===== src/mbtb_pkg.sv =====
`timescale 1ns / 1ps
package mbtb_pkg;

  typedef enum logic [2:0] {
    KIND_TICK   = 3'd0,
    KIND_ALLOC  = 3'd1,
    KIND_CONFIG = 3'd2,
    KIND_SET    = 3'd3,
    KIND_START  = 3'd4,
    KIND_STOP   = 3'd5,
    KIND_READ   = 3'd6,
    KIND_NOP    = 3'd7
  } kind_e;

  localparam logic [1:0] RS_IDLE = 2'd0;
  localparam logic [1:0] RS_STOP = 2'd1;
  localparam logic [1:0] RS_RUN  = 2'd2;

  localparam logic [0:0] CFG_SHORT_MODE = 1'b0;
  localparam logic [0:0] CFG_SHORT_RATE = 1'b1;

  localparam logic [15:0] SAT_MAX = 16'hFFFF;
  localparam int unsigned ADDR_LIMIT = 64;

  typedef struct packed {
    logic [2:0]  kind;
    logic [5:0]  channel;
    logic [2:0]  base_select;
    logic        count_up;
    logic        short_allowed;
    logic [1:0]  run_state;
    logic [15:0] count_value;
  } req_t;

  typedef struct packed {
    logic        granted;
    logic [5:0]  channel_out;
    logic [15:0] read_value;
  } rsp_t;

  // Divisors of the timebases; zero marks a timebase that does not exist.
  function automatic logic [14:0] base_div(input logic [3:0] b);
    logic [14:0] d;
    case (b)
      4'd0: d = 15'd1;
      4'd1: d = 15'd4;
      4'd2: d = 15'd40;
      4'd3: d = 15'd200;
      4'd4: d = 15'd400;
      4'd5: d = 15'd2400;
      4'd6: d = 15'd12000;
      4'd7: d = 15'd24000;
      default: d = 15'd0;
    endcase
    return d;
  endfunction

  typedef enum logic [2:0] {
    ST_IDLE,
    ST_BASE,
    ST_DIV,
    ST_SCAN,
    ST_RD,
    ST_WB,
    ST_DONE,
    ST_CLR
  } exec_state_e;

endpackage


===== src/mbtb_ram.sv =====
`timescale 1ns / 1ps
module mbtb_ram #(
  parameter int Width = 16,
  parameter int Depth = 64
) (
  input  logic                                        clk_i,
  input  logic                                        we_i,
  input  logic [((Depth > 1) ? $clog2(Depth) : 1)-1:0] waddr_i,
  input  logic [Width-1:0]                            wdata_i,
  input  logic [((Depth > 1) ? $clog2(Depth) : 1)-1:0] raddr_i,
  output logic [Width-1:0]                            rdata_o
);
  logic [Width-1:0] mem_q [Depth];

  always_ff @(posedge clk_i) begin
    if (we_i) mem_q[waddr_i] <= wdata_i;
    rdata_o <= mem_q[raddr_i];
  end
endmodule


===== src/mbtb_front.sv =====
`timescale 1ns / 1ps
// Two-entry request queue between the input port and the execution unit.
module mbtb_front (
  input  logic           clk_i,
  input  logic           rst_ni,
  input  logic           push_i,
  output logic           full_o,
  input  mbtb_pkg::req_t req_i,
  output logic           req_valid_o,
  input  logic           req_take_i,
  output mbtb_pkg::req_t req_o
);
  import mbtb_pkg::*;

  req_t       buf_q [2];
  logic       rd_q, rd_d, wr_q, wr_d;
  logic [1:0] cnt_q, cnt_d;
  logic       do_push, do_pop;

  assign full_o      = (cnt_q == 2'd2);
  assign req_valid_o = (cnt_q != 2'd0);
  assign req_o       = buf_q[rd_q];
  assign do_push     = push_i && !full_o;
  assign do_pop      = req_take_i && req_valid_o;

  always_comb begin
    rd_d  = rd_q ^ do_pop;
    wr_d  = wr_q ^ do_push;
    cnt_d = cnt_q + {1'b0, do_push} - {1'b0, do_pop};
  end

  always_ff @(posedge clk_i or negedge rst_ni) begin
    if (!rst_ni) begin
      rd_q  <= 1'b0;
      wr_q  <= 1'b0;
      cnt_q <= 2'd0;
    end else begin
      rd_q  <= rd_d;
      wr_q  <= wr_d;
      cnt_q <= cnt_d;
    end
  end

  always_ff @(posedge clk_i) begin
    if (do_push) buf_q[wr_q] <= req_i;
  end
endmodule


===== src/mbtb_exec.sv =====
`timescale 1ns / 1ps
// Execution unit: for a tick, a timebase walk and then a scan that reads and writes back each timer entry in turn.
module mbtb_exec #(
  parameter int CHANNELS  = 64,
  parameter int TIMEBASES = 8
) (
  input  logic           clk_i,
  input  logic           rst_ni,
  input  logic           req_valid_i,
  output logic           req_take_o,
  input  mbtb_pkg::req_t req_i,
  input  logic           short_mode_i,
  input  logic [7:0]     short_rate_i,
  output logic           rsp_valid_o,
  input  logic           rsp_ready_i,
  output mbtb_pkg::rsp_t rsp_o
);
  import mbtb_pkg::*;

  localparam int CW = (CHANNELS > 1) ? $clog2(CHANNELS) : 1;
  localparam int TW = $clog2(TIMEBASES + 1);
  localparam int LIM = (CHANNELS < ADDR_LIMIT) ? CHANNELS : ADDR_LIMIT;

  exec_state_e st_q, st_d;
  req_t        req_q;
  logic [CW:0] idx_q, idx_d;
  logic [TW-1:0] tb_q, tb_d;
  logic [15:0] bph_q [TIMEBASES];
  logic [15:0] sph_q [TIMEBASES];
  logic        nstep_q [TIMEBASES];
  logic [15:0] sstep_q [TIMEBASES];
  logic [CHANNELS-1:0] used_q;
  rsp_t        rsp_q, rsp_d;
  logic        rsp_valid_q;

  // Per-entry RAM: {mode[6:0], count[15:0]}.
  logic          we;
  logic [CW-1:0] waddr, raddr;
  logic [22:0]   wdata, rdata;

  mbtb_ram #(.Width(23), .Depth(CHANNELS)) u_ram (
    .clk_i, .we_i(we), .waddr_i(waddr), .wdata_i(wdata),
    .raddr_i(raddr), .rdata_o(rdata)
  );

  // Division of the accelerated phase. Divisors of one and four take a shift;
  // the larger ones are subtracted once per cycle, as the quotient stays small.
  logic [16:0] rem_q, rem_d;
  logic [15:0] quo_q, quo_d;
  logic [14:0] cur_div;
  logic [16:0] sum_p;
  logic [15:0] bph_n;

  logic [TW-1:0] tb_idx;
  assign tb_idx  = tb_q;
  assign cur_div = base_div(4'(tb_idx));
  assign sum_p   = {1'b0, sph_q[tb_idx[$clog2(TIMEBASES > 1 ? TIMEBASES : 2)-1:0]]}
                   + {9'd0, short_rate_i};
  assign bph_n   = bph_q[tb_idx[$clog2(TIMEBASES > 1 ? TIMEBASES : 2)-1:0]] + 16'd1;

  // Timer update arithmetic for the entry just read.
  logic [1:0]  m_rs;
  logic [2:0]  m_base;
  logic        m_up, m_sh;
  logic [15:0] m_cnt, step, new_cnt;
  logic        m_ok;
  assign m_rs   = rdata[17:16];
  assign m_base = rdata[20:18];
  assign m_up   = rdata[21];
  assign m_sh   = rdata[22];
  assign m_cnt  = rdata[15:0];
  assign m_ok   = ({1'b0, m_base} < 4'(TIMEBASES)) && (base_div({1'b0, m_base}) != 15'd0);

  always_comb begin
    step = 16'd0;
    for (int b = 0; b < TIMEBASES; b++) begin
      if (b == int'(m_base)) step = (short_mode_i && m_sh) ? sstep_q[b] : {15'd0, nstep_q[b]};
    end
    if (!m_up) new_cnt = (m_cnt > step) ? m_cnt - step : 16'd0;
    else new_cnt = (step < SAT_MAX && m_cnt < SAT_MAX - step) ? m_cnt + step : SAT_MAX;
  end

  logic [1:0] wr_rs;
  assign wr_rs = (req_q.run_state == RS_RUN) ? RS_RUN : RS_STOP;

  logic            alloc_hit;
  logic [CW-1:0]   alloc_idx;
  always_comb begin
    alloc_hit = 1'b0;
    alloc_idx = '0;
    for (int i = LIM - 1; i >= 0; i--) begin
      if (!used_q[i]) begin
        alloc_hit = 1'b1;
        alloc_idx = CW'(i);
      end
    end
  end

  logic ch_ok;
  assign ch_ok = (int'(req_q.channel) < CHANNELS);

  always_comb begin
    st_d = st_q; idx_d = idx_q; tb_d = tb_q;
    rem_d = rem_q; quo_d = quo_q;
    rsp_d = rsp_q;
    req_take_o = 1'b0;
    we = 1'b0; waddr = idx_q[CW-1:0]; wdata = '0;
    raddr = idx_q[CW-1:0];
    case (st_q)
      ST_CLR: begin
        // Zero every timer entry once after reset.
        we = 1'b1;
        if (idx_q == (CW+1)'(CHANNELS - 1)) begin
          idx_d = '0;
          st_d  = ST_IDLE;
        end else idx_d = idx_q + 1'b1;
      end
      ST_IDLE: begin
        if (req_valid_i && !rsp_valid_q) begin
          req_take_o = 1'b1;
          rsp_d = '0;
          idx_d = '0;
          tb_d  = '0;
          st_d  = (kind_e'(req_i.kind) == KIND_TICK) ? ST_BASE : ST_RD;
        end
      end
      ST_BASE: begin
        if (tb_q >= TW'(TIMEBASES) || cur_div == 15'd0) begin
          st_d = ST_SCAN;
        end else if (short_mode_i && sum_p >= {2'd0, cur_div} && cur_div > 15'd4) begin
          rem_d = sum_p; quo_d = '0; st_d = ST_DIV;
        end else begin
          tb_d = tb_q + 1'b1;
        end
      end
      ST_DIV: begin
        if (rem_q >= {2'd0, cur_div}) begin
          rem_d = rem_q - {2'd0, cur_div};
          quo_d = quo_q + 16'd1;
        end else begin
          st_d = ST_BASE; tb_d = tb_q + 1'b1;
        end
      end
      ST_SCAN: begin
        // Read issued for idx; data in ST_WB.
        if (idx_q == (CW+1)'(CHANNELS)) st_d = ST_DONE;
        else st_d = ST_WB;
      end
      ST_WB: begin
        if (m_rs == RS_RUN && m_ok && step != 16'd0) begin
          we = 1'b1; wdata = {rdata[22:16], new_cnt};
        end
        idx_d = idx_q + 1'b1;
        raddr = idx_d[CW-1:0];
        st_d  = ST_SCAN;
      end
      ST_RD: begin
        raddr = CW'(req_q.channel);
        st_d  = ST_DONE;
        case (kind_e'(req_q.kind))
          KIND_ALLOC: begin
            if (req_q.run_state != RS_IDLE && alloc_hit) begin
              we = 1'b1; waddr = alloc_idx;
              wdata = {req_q.short_allowed, req_q.count_up, req_q.base_select, wr_rs,
                       req_q.count_value};
              rsp_d.granted = 1'b1;
              rsp_d.channel_out = 6'(alloc_idx);
            end
          end
          KIND_CONFIG: begin
            if (ch_ok) begin
              we = 1'b1; waddr = CW'(req_q.channel);
              wdata = (req_q.run_state == RS_IDLE) ? '0 :
                {req_q.short_allowed, req_q.count_up, req_q.base_select, wr_rs,
                 req_q.count_value};
            end
          end
          KIND_SET, KIND_START, KIND_STOP, KIND_READ: st_d = ST_WB;
          default: ;
        endcase
      end
      ST_DONE: st_d = ST_IDLE;
      default: st_d = ST_IDLE;
    endcase
    // Read-modify-write ops reuse ST_WB with the request's channel.
    if (st_q == ST_WB && kind_e'(req_q.kind) != KIND_TICK) begin
      we = 1'b0; waddr = CW'(req_q.channel); idx_d = idx_q;
      st_d = ST_DONE;
      if (ch_ok) begin
        case (kind_e'(req_q.kind))
          KIND_SET: begin we = 1'b1; wdata = {rdata[22:16], req_q.count_value}; end
          KIND_START: if (m_rs != RS_IDLE) begin
            we = 1'b1; wdata = {rdata[22:18], RS_RUN, m_cnt};
          end
          KIND_STOP: if (m_rs != RS_IDLE) begin
            we = 1'b1; wdata = {rdata[22:18], RS_STOP, m_cnt};
          end
          KIND_READ: rsp_d.read_value = m_cnt;
          default: ;
        endcase
      end
    end
  end

  always_ff @(posedge clk_i or negedge rst_ni) begin
    if (!rst_ni) begin
      st_q <= ST_CLR;
      idx_q <= '0;
      tb_q <= '0;
      rsp_valid_q <= 1'b0;
      used_q <= '0;
      for (int b = 0; b < TIMEBASES; b++) begin
        bph_q[b] <= '0; sph_q[b] <= '0; nstep_q[b] <= 1'b0; sstep_q[b] <= '0;
      end
    end else begin
      st_q <= st_d;
      idx_q <= idx_d;
      tb_q <= tb_d;
      if (st_q == ST_DONE) rsp_valid_q <= 1'b1;
      else if (rsp_ready_i) rsp_valid_q <= 1'b0;
      if (we) used_q[waddr] <= (wdata[17:16] != RS_IDLE);
      if (st_q == ST_BASE && (st_d == ST_BASE || st_d == ST_DIV)) begin
        for (int b = 0; b < TIMEBASES; b++) begin
          if (TW'(b) == tb_q) begin
            bph_q[b]   <= ({1'b0, bph_n} >= {2'd0, cur_div}) ? 16'd0 : bph_n;
            nstep_q[b] <= ({1'b0, bph_n} >= {2'd0, cur_div});
            if (!short_mode_i) begin
              sph_q[b] <= '0; sstep_q[b] <= '0;
            end else if (cur_div == 15'd1) begin
              sph_q[b] <= '0; sstep_q[b] <= sum_p[15:0];
            end else if (cur_div == 15'd4) begin
              sph_q[b] <= {14'd0, sum_p[1:0]}; sstep_q[b] <= {1'b0, sum_p[16:2]};
            end else if (st_d == ST_BASE) begin
              sph_q[b] <= sum_p[15:0]; sstep_q[b] <= '0;
            end
          end
        end
      end
      if (st_q == ST_DIV && st_d == ST_BASE) begin
        for (int b = 0; b < TIMEBASES; b++) begin
          if (TW'(b) == tb_q) begin
            sph_q[b]   <= rem_q[15:0];
            sstep_q[b] <= quo_q;
          end
        end
      end
    end
  end

  always_ff @(posedge clk_i) begin
    if (req_take_o) req_q <= req_i;
    rsp_q <= rsp_d;
    rem_q <= rem_d; quo_q <= quo_d;
  end

  assign rsp_valid_o = rsp_valid_q;
  assign rsp_o       = rsp_q;
endmodule


===== src/multi_base_timer_bank_unit.sv =====
`timescale 1ns / 1ps
// Channel  | Direction | Handshake          | Payload
// request  | in        | push_i / full_o    | req_i (mbtb_pkg::req_t)
// result   | out       | empty_o / pop_i    | rsp_o (mbtb_pkg::rsp_t)
// config   | in        | cfg_valid_i/ready_o| cfg_index_i, cfg_data_i
// A tick walks the timebases, with a division for each accelerated timebase with a
// divisor above four that divides, then reads and writes back every timer in turn.
// Allocate and configure write in ST_RD; set, start, stop and read read the timer
// and finish in ST_WB. One request executes at a time; two more queue.
// Reset clears phases and registers at once (short_rate to 60); the timers are then
// zeroed by a pass over all CHANNELS entries before the first request executes.
// A result waits in its register until popped and stalls the next request only.
module multi_base_timer_bank_unit #(
  parameter int CHANNELS  = 64,
  parameter int TIMEBASES = 8
) (
  input  logic           clk_i,
  input  logic           rst_ni,
  input  logic           push_i,
  output logic           full_o,
  input  mbtb_pkg::req_t req_i,
  output logic           empty_o,
  input  logic           pop_i,
  output mbtb_pkg::rsp_t rsp_o,
  input  logic           cfg_valid_i,
  output logic           cfg_ready_o,
  input  logic           cfg_index_i,
  input  logic [7:0]     cfg_data_i
);
  import mbtb_pkg::*;

  logic       short_mode_q;
  logic [7:0] short_rate_q;
  logic       q_valid, q_take, rsp_valid;
  req_t       q_req;

  assign cfg_ready_o = 1'b1;

  always_ff @(posedge clk_i or negedge rst_ni) begin
    if (!rst_ni) begin
      short_mode_q <= 1'b0;
      short_rate_q <= 8'd60;
    end else if (cfg_valid_i) begin
      if (cfg_index_i == CFG_SHORT_MODE) short_mode_q <= cfg_data_i[0];
      else short_rate_q <= cfg_data_i;
    end
  end

  mbtb_front u_front (
    .clk_i, .rst_ni, .push_i, .full_o, .req_i,
    .req_valid_o(q_valid), .req_take_i(q_take), .req_o(q_req)
  );

  mbtb_exec #(.CHANNELS(CHANNELS), .TIMEBASES(TIMEBASES)) u_exec (
    .clk_i, .rst_ni, .req_valid_i(q_valid), .req_take_o(q_take), .req_i(q_req),
    .short_mode_i(short_mode_q), .short_rate_i(short_rate_q),
    .rsp_valid_o(rsp_valid), .rsp_ready_i(pop_i), .rsp_o
  );

  assign empty_o = !rsp_valid;
endmodule


===== config.mk =====
export PLATFORM = sky130hd
export DESIGN_NAME = multi_base_timer_bank_unit
export DESIGN_NICKNAME = d
export VERILOG_FILES = /design/src/mbtb_pkg.sv /design/src/mbtb_ram.sv /design/src/mbtb_front.sv /design/src/mbtb_exec.sv /design/src/multi_base_timer_bank_unit.sv
export SDC_FILE = /design/constraint.sdc
export NUM_CORES = 2
export LEC_CHECK = 0
export BUFFER_PORTS_ARGS = -buffer_cell sky130_fd_sc_hd__buf_2
export CORE_MARGIN = 1.5
export CORE_UTILIZATION = 35
export CTS_BUF_LIST = sky130_fd_sc_hd__clkbuf_2 sky130_fd_sc_hd__clkbuf_4 sky130_fd_sc_hd__clkbuf_8
export CTS_CLUSTER_SIZE = 14
export DETAILED_ROUTE_END_ITERATION = 7
export GPL_ROUTABILITY_DRIVEN = 0
export HOLD_SLACK_MARGIN = 0.1
export PLACE_DENSITY_LB_ADDON = 0.1
export SLEW_MARGIN = 20
export SYNTH_ARGS = -nofsm -noshare
export SYNTH_HDL_FRONTEND = slang
export SYNTH_HIERARCHICAL = 1
export SYNTH_SLANG_ARGS = --single-unit

===== constraint.sdc =====
create_clock -name clk_i -period 9.8 [get_ports clk_i]
set_clock_uncertainty 0.05 [all_clocks]
set_input_delay 1.96 -clock clk_i [delete_from_list [all_inputs] [get_ports clk_i]]
set_output_delay 1.96 -clock clk_i [all_outputs]
set_load 0.01 [all_outputs]

* Yosys cells after proc, flatten, opt, wreduce, memory -nomap -nowiden
Memories as Yosys holds them, arrays and structs flattened. A register that Yosys moved wholly into a read port is not among the register bits.
Index checks and enable logic that the tools add are counted.
** Storage, ports and cells
- Register bits after elaboration :: 572
- RAM bits :: 1536
- Bits in read-only memories :: 224
- Input bits :: 46
- Output and inout port bits :: 26
- Memories :: 4
** Memories
- u_exec.u_ram.mem_q :: words 64, width 23, rd ports 1, clocked after Yosys merged registers in 1, wr ports 1, line mbtb_ram.sv:13 : logic [Width-1:0] mem_q [Depth];
- (name not given) :: words 8, width 14, rd ports 1, clocked after Yosys merged registers in 0, wr ports 0, line mbtb_pkg.sv:44 : case (b)
- (name not given) :: words 8, width 14, rd ports 1, clocked after Yosys merged registers in 0, wr ports 0, line mbtb_pkg.sv:44
- u_front.buf_q :: words 2, width 32, rd ports 1, clocked after Yosys merged registers in 0, wr ports 1, line mbtb_front.sv:15 : req_t buf_q [2];
** Operators by class
- $add $sub $neg :: 11
- Order comparisons :: 11
- Eq/ne operators :: 44
- Mux-type cells :: 321
- Bitwise logic cells :: 5
- Reductions and logical operators :: 52
** Operators with widths (number)
- $mux W16 :: 126
- $mux W128 :: 4
- $mux W6 :: 67
- $mux W23 :: 7
- $bmux W16 S3 :: 2
- $pmux W23 S2 :: 2
- $mux W1 :: 77
- $pmux W23 S3 :: 1
- $bwmux W64 :: 1
- $mux W17 :: 3
- $ge A17 B15 Y1 :: 2
- $pmux W17 S2 :: 1
- $add A16 B1 Y16 const B :: 2
- $pmux W16 S2 :: 1
- $mux W7 :: 4
- $pmux W3 S8 :: 1
- $pmux W6 S2 :: 2
- $eq A3 B3 Y1 const B :: 7
- $mux W3 :: 7
- $pmux W7 S3 :: 1
- $reduce_and A2 Y1 :: 10
- $add A16 B8 Y17 :: 1
- $sub A17 B15 Y17 :: 1
- $add A16 B16 Y16 :: 1
- 56 further kinds :: 113

* Longest topological paths before layout
- Depth in word-level cells :: 74
- Mapped depth :: 30

* By module
Netlist, hierarchy kept.
** Modules (own cells, without submodules)
- mbtb_ram :: times used 1, cells an instance 2458, area each 56581.8 um^2, seq. area each 44662.8 um^2
- mbtb_exec :: times used 1, cells an instance 3369, area each 32291.0 um^2, seq. area each 14272.4 um^2
- mbtb_front :: times used 1, cells an instance 120, area each 2683.8 um^2, seq. area each 2021.9 um^2
- multi_base_timer_bank_unit :: times used 1, cells an instance 23, area each 359.1 um^2, seq. area each 230.2 um^2

* Worst setup path before layout
No wires, ideal clock.
- Kind :: reg2reg
- Start :: reg u_exec.u_ram.rdata_o[19], read port of u_exec.u_ram.mem_q
- End :: mem u_exec.u_ram.mem_q[0][1], data pin
- Library setup time :: 0.702 ns
- Arrival time :: 6.821 ns
- Data required time :: 9.048 ns
- Setup slack :: 2.227 ns
- Cell stages (with the launch flop) :: 22
- Buffers on the path :: 4
- Clock period less this slack :: 7.573 ns
- Cell sequence :: dfxtp_1 -> ha_1 -> clkbuf_1 -> buf_2 -> buf_2 -> nor2_1 -> a221oi_1 -> o221a_2 -> inv_1 -> ha_1 -> fa_1 -> o21ba_2 -> o311ai_0 -> nand2_1 -> o41ai_1 -> o41a_1 -> a221o_1 -> nand2_1 -> clkbuf_1 -> nor2_1 -> o21ai_0 -> o21ai_0
** Between the ends
- Cells in the longest elaborated chain, start to end :: 19
** RTL lines
- start, declared :: line mbtb_ram.sv:11 : output logic [Width-1:0] rdata_o
- $logic_not A3 Y1 :: line mbtb_exec.sv:77 : if (b == int'(m_base)) step = (short_mode_i && m_sh) ? sstep_q[b] : {15'd0, nstep_q[b]};
- $mux W16 (8 in a row) :: line mbtb_exec.sv:77
- $sub A16 B16 Y16 :: line mbtb_exec.sv:80 : else new_cnt = (step < SAT_MAX && m_cnt < SAT_MAX - step) ? m_cnt + step : SAT_MAX;
- $lt A16 B16 Y1 :: line mbtb_exec.sv:80
- $logic_and A1 B1 Y1 :: line mbtb_exec.sv:80
- $mux W16 :: line mbtb_exec.sv:80
- $mux W16 :: line mbtb_exec.sv:79 : if (!m_up) new_cnt = (m_cnt > step) ? m_cnt - step : 16'd0;
- $mux W23 * :: line mbtb_exec.sv:150 : if (m_rs == RS_RUN && m_ok && step != 16'd0) begin
- $pmux W23 S2 * :: line mbtb_exec.sv:109 : case (st_q)
- $mux W23 (on tied branches) :: line mbtb_exec.sv:195, mbtb_exec.sv:192
- $pmux W23 S3 :: line mbtb_exec.sv:190 : case (kind_e'(req_q.kind))
- $mux W23 * :: line mbtb_exec.sv:186 : if (st_q == ST_WB && kind_e'(req_q.kind) != KIND_TICK) begin
- named net u_exec.wdata[1] :: line mbtb_exec.sv:39 : logic [22:0] wdata, rdata;
- end, declared :: line mbtb_ram.sv:13
The timed path passes the listed nets; every way through them passes the cells marked *.

* Final worst setup path
- Start :: reg u_exec.u_ram.rdata_o[19], read port of u_exec.u_ram.mem_q
- End :: mem u_exec.u_ram.mem_q[10][2], data pin
The elaborated chain is that of the path after synthesis.

==> run metrics <==
status=finished, final reports clean; sequential cell area fraction in the yosys report=0.666; buffers and inverters on the worst path=1; critical path type=reg -> reg; initial DRC count=roughly 5700; endpoints failing setup=0; postcts setup bufs=0; CP arrival=8.29 ns; fin crit period=7.74 ns; effective utilization at floorplan=0.353; worst-path fanout max=between 60 and 70; Max Cap Violations=0; r2r worst-path depth=17; Final Hold Viols=0; max-slew violations=0; RSZ-0062 raised after global routing=false; Max Buffers Root-to-Sink=4; final setup TNS=0 ns; #FFs+latches synth=2131; post-synth cell types=98; Critical Path RT=10.36 ns; syn nets=6122; Final nets=6386; CTS HTree Levels=5; initial antenna violation count=12; Congestion Overflow GR=0; clock slew at reported path FFs=approximately 0.06 ns; Synth Cell Area=91900 um2; Synth Flop Type=edfxtp_1; CTS sink cnt=2131; slew margin rel.=0.201; routed len/inst=29.3 um; power per cell area=296 nW/um2; TritonCTS Buffers=382; later-pin clock latency in the skew report=a little over 1 ns; Pleak=roughly 37 nW; Final WS setup=between 2 and 2.5 ns; post-CTS sizing=0; DR vias/cell=between 5 and 6; Post-Syn Area per Cell=15.4 um2; fin crit share=0.789; Hold Buf Count CTS=0; highest-count cells in the layout ignoring fill and taps=edfxtp_1, nand2_1, dfrtp_1; number of flops mapped to enable cells by yosys=between 1500 and 2000; share of cells above drive strength 1=0.246; Final ANT Viol Nets=0; residual DRC count=0; largest net degree at the start of global routing=~170; GR Util All Layers=0.219; via count=56200; Area Overhead vs Synth=13.7%; clk root buf=clkbuf_8; Top-Level Pins=72; commonest non-fill, non-tap cell in the layout=edfxtp_1; WP depth=17; Post-Synthesis Cells=5970; vias in the first global route=56800; port bufs=70; area of the multi-input gates=28900 um2; final WL=294000 um; pre-CTS setup slack=~2.2 ns; post-DP HPWL=about 180000 um; CTS tree=built; CP startpoint kind=flip-flop; Die X=515 um; delay of the slowest critical-path stage=0.85 ns; Tightest Pin Transition=1.19 ns; CP Cell Sequence=inv_1, ha_1, nor2b_2, a221oi_1, o31ai_1, a221o_1, fa_1, o21ba_2, o311ai_0, nand2_1, o41ai_1, o41a_1, a221o_1, nand2_1, a21oi_1, nand4_1, nand3_4; die area=around 270000 um2; r2r setup slk=2.06 ns; worst hold stages=1; Critical-path top delay cell=a221oi_1; worst hold path type=reg -> reg; Peak Freq=0.129 GHz; Core Box Area=260000 um2; critical path endpoint category=flip-flop; worst vdd ir=approximately 310 uV; Synth async-reset ratio=0.227; FF/Latch Area=~61000 um2; delay-heaviest family, CP=compound AO/OA/AOI/OAI gates; first-pass GRT wire length=422000 um; Std-Cell Rows=roughly 190; die height=515 um; Ys Warns=6; DRT Pass-1 Iters=6; fillers=24100
-- where the power goes --
part	leakage [nW]	switching [mW]	internal, mW
clock network	4.00	3.77	4.52
logic	11.1	7.14	4.04
registers	21.9	0.592	10.9
-- cells by family after synthesis --
| kind of cell | count (synthesis) | share of synthesized area |
|---|---|---|
| simple gates | 1299 | 0.0661 |
| flops | 2131 | 0.666 |
| mux | 653 | 0.133 |
| compound gates | 1160 | 0.0864 |
| other cells | 1 | 0.0000408 |
| buf+inv | 543 | 0.0267 |
| xor+xnor | 77 | 0.00734 |
| fa+ha+maj | 106 | 0.0147 |
-- per-stage QoR --
stage	power (mW)	area, um2	util	hold WS, ns	instances
after global routing	32.3	105000	0.401	0.442	10000
final	30.9	105000	0.401	0.418	10000
after global placement	22.8	96900	0.372	0.405	9344
after floorplan	18.7	91900	-	0.390	5970
after CTS	31.3	105000	0.401	0.421	10000
after detailed placement	22.9	97000	0.372	0.405	9346
-- routing by layer --
metal	share of wire	GRT usage	up-vias
li1	-	-	24100
met1	0.45	0.309	29800
met2	0.47	0.352	1848
met3	0.052	0.0280	469
met4	0.029	0.0654	2
met5	0.000065	0	-
-- cell usage after synthesis, drive strengths merged, types with 11 or more instances --
cell	count	area, um2
a211oi	14	105
a21o	24	180
a21oi	206	1030
a221o	47	470
a221oi	31	272
a22o	119	1040
a22oi	96	721
a2bb2oi	13	114
a31oi	31	194
a32oi	11	96.3
and2	23	144
and3	30	188
and4	23	201
buf	153	985
clkbuf	242	912
dfrtp	477	11900
dfxtp	39	781
edfxtp	1608	48300
ha	103	1290
inv	145	544
mux2	128	1550
mux2i	94	941
mux4	431	9740
nand2	481	1810
nand2b	27	169
nand3	125	631
nand3b	23	173
nand4	46	288
nor2	302	1130
nor2b	31	194
nor3	92	460
nor3b	13	97.6
nor4	21	131
o211ai	12	90.1
o21ai	245	1230
o21bai	11	82.6
o221ai	25	219
o22ai	82	513
o31ai	116	876
or2	16	100
or3	16	100
or4	14	113
xnor2	49	429
xor2	28	245
-- path summary, 6_finish.rpt --
path,end,startpoint
setup / recovery,u_exec/u_ram/mem_q[10][2],u_exec/u_ram/rdata_o[19]
hold / removal,u_exec/rsp_o[14],u_exec/rsp_o[14]
setup reg to reg,u_exec/u_ram/mem_q[10][2],u_exec/u_ram/rdata_o[19]
hold reg to reg,u_exec/rsp_o[14],u_exec/rsp_o[14]
max in group asynchronous,u_exec/sstep_q[11],rst_ni
min in group asynchronous,u_exec/used_q[8],rst_ni
-- final cells by class --
| type | count | share of cell area |
|---|---|---|
| antenna | 4 | 0.0000958 |
| clock inverter | 135 | 0.00768 |
| timing repair buffer | 275 | 0.0191 |
| sequential | 2131 | 0.585 |
| clock buffer | 546 | 0.0643 |
| multi-input combinational | 3296 | 0.276 |
| tap | 3496 | 0.0418 |
| inverter | 148 | 0.00531 |
-- state kept, by name, summed over array words and instances, names as in the netlist, 4 cells and up --
signal and cells:
u_exec/quo_q 16, u_exec/u_ram/rdata_o 23, u_exec/used_q 64, u_exec/u_ram/mem_q 1472, u_exec/rem_q 17, u_exec/tb_idx 4
u_front/buf_q 64, u_exec/sph_q 128, u_exec/rsp_o 23, short_rate_q 8, u_exec/idx_q 7, u_exec/req_q 32
u_exec/sstep_q 128, u_exec/nstep_q 8, u_exec/bph_q 128
Note: power is estimated with default switching activity, not from simulation.
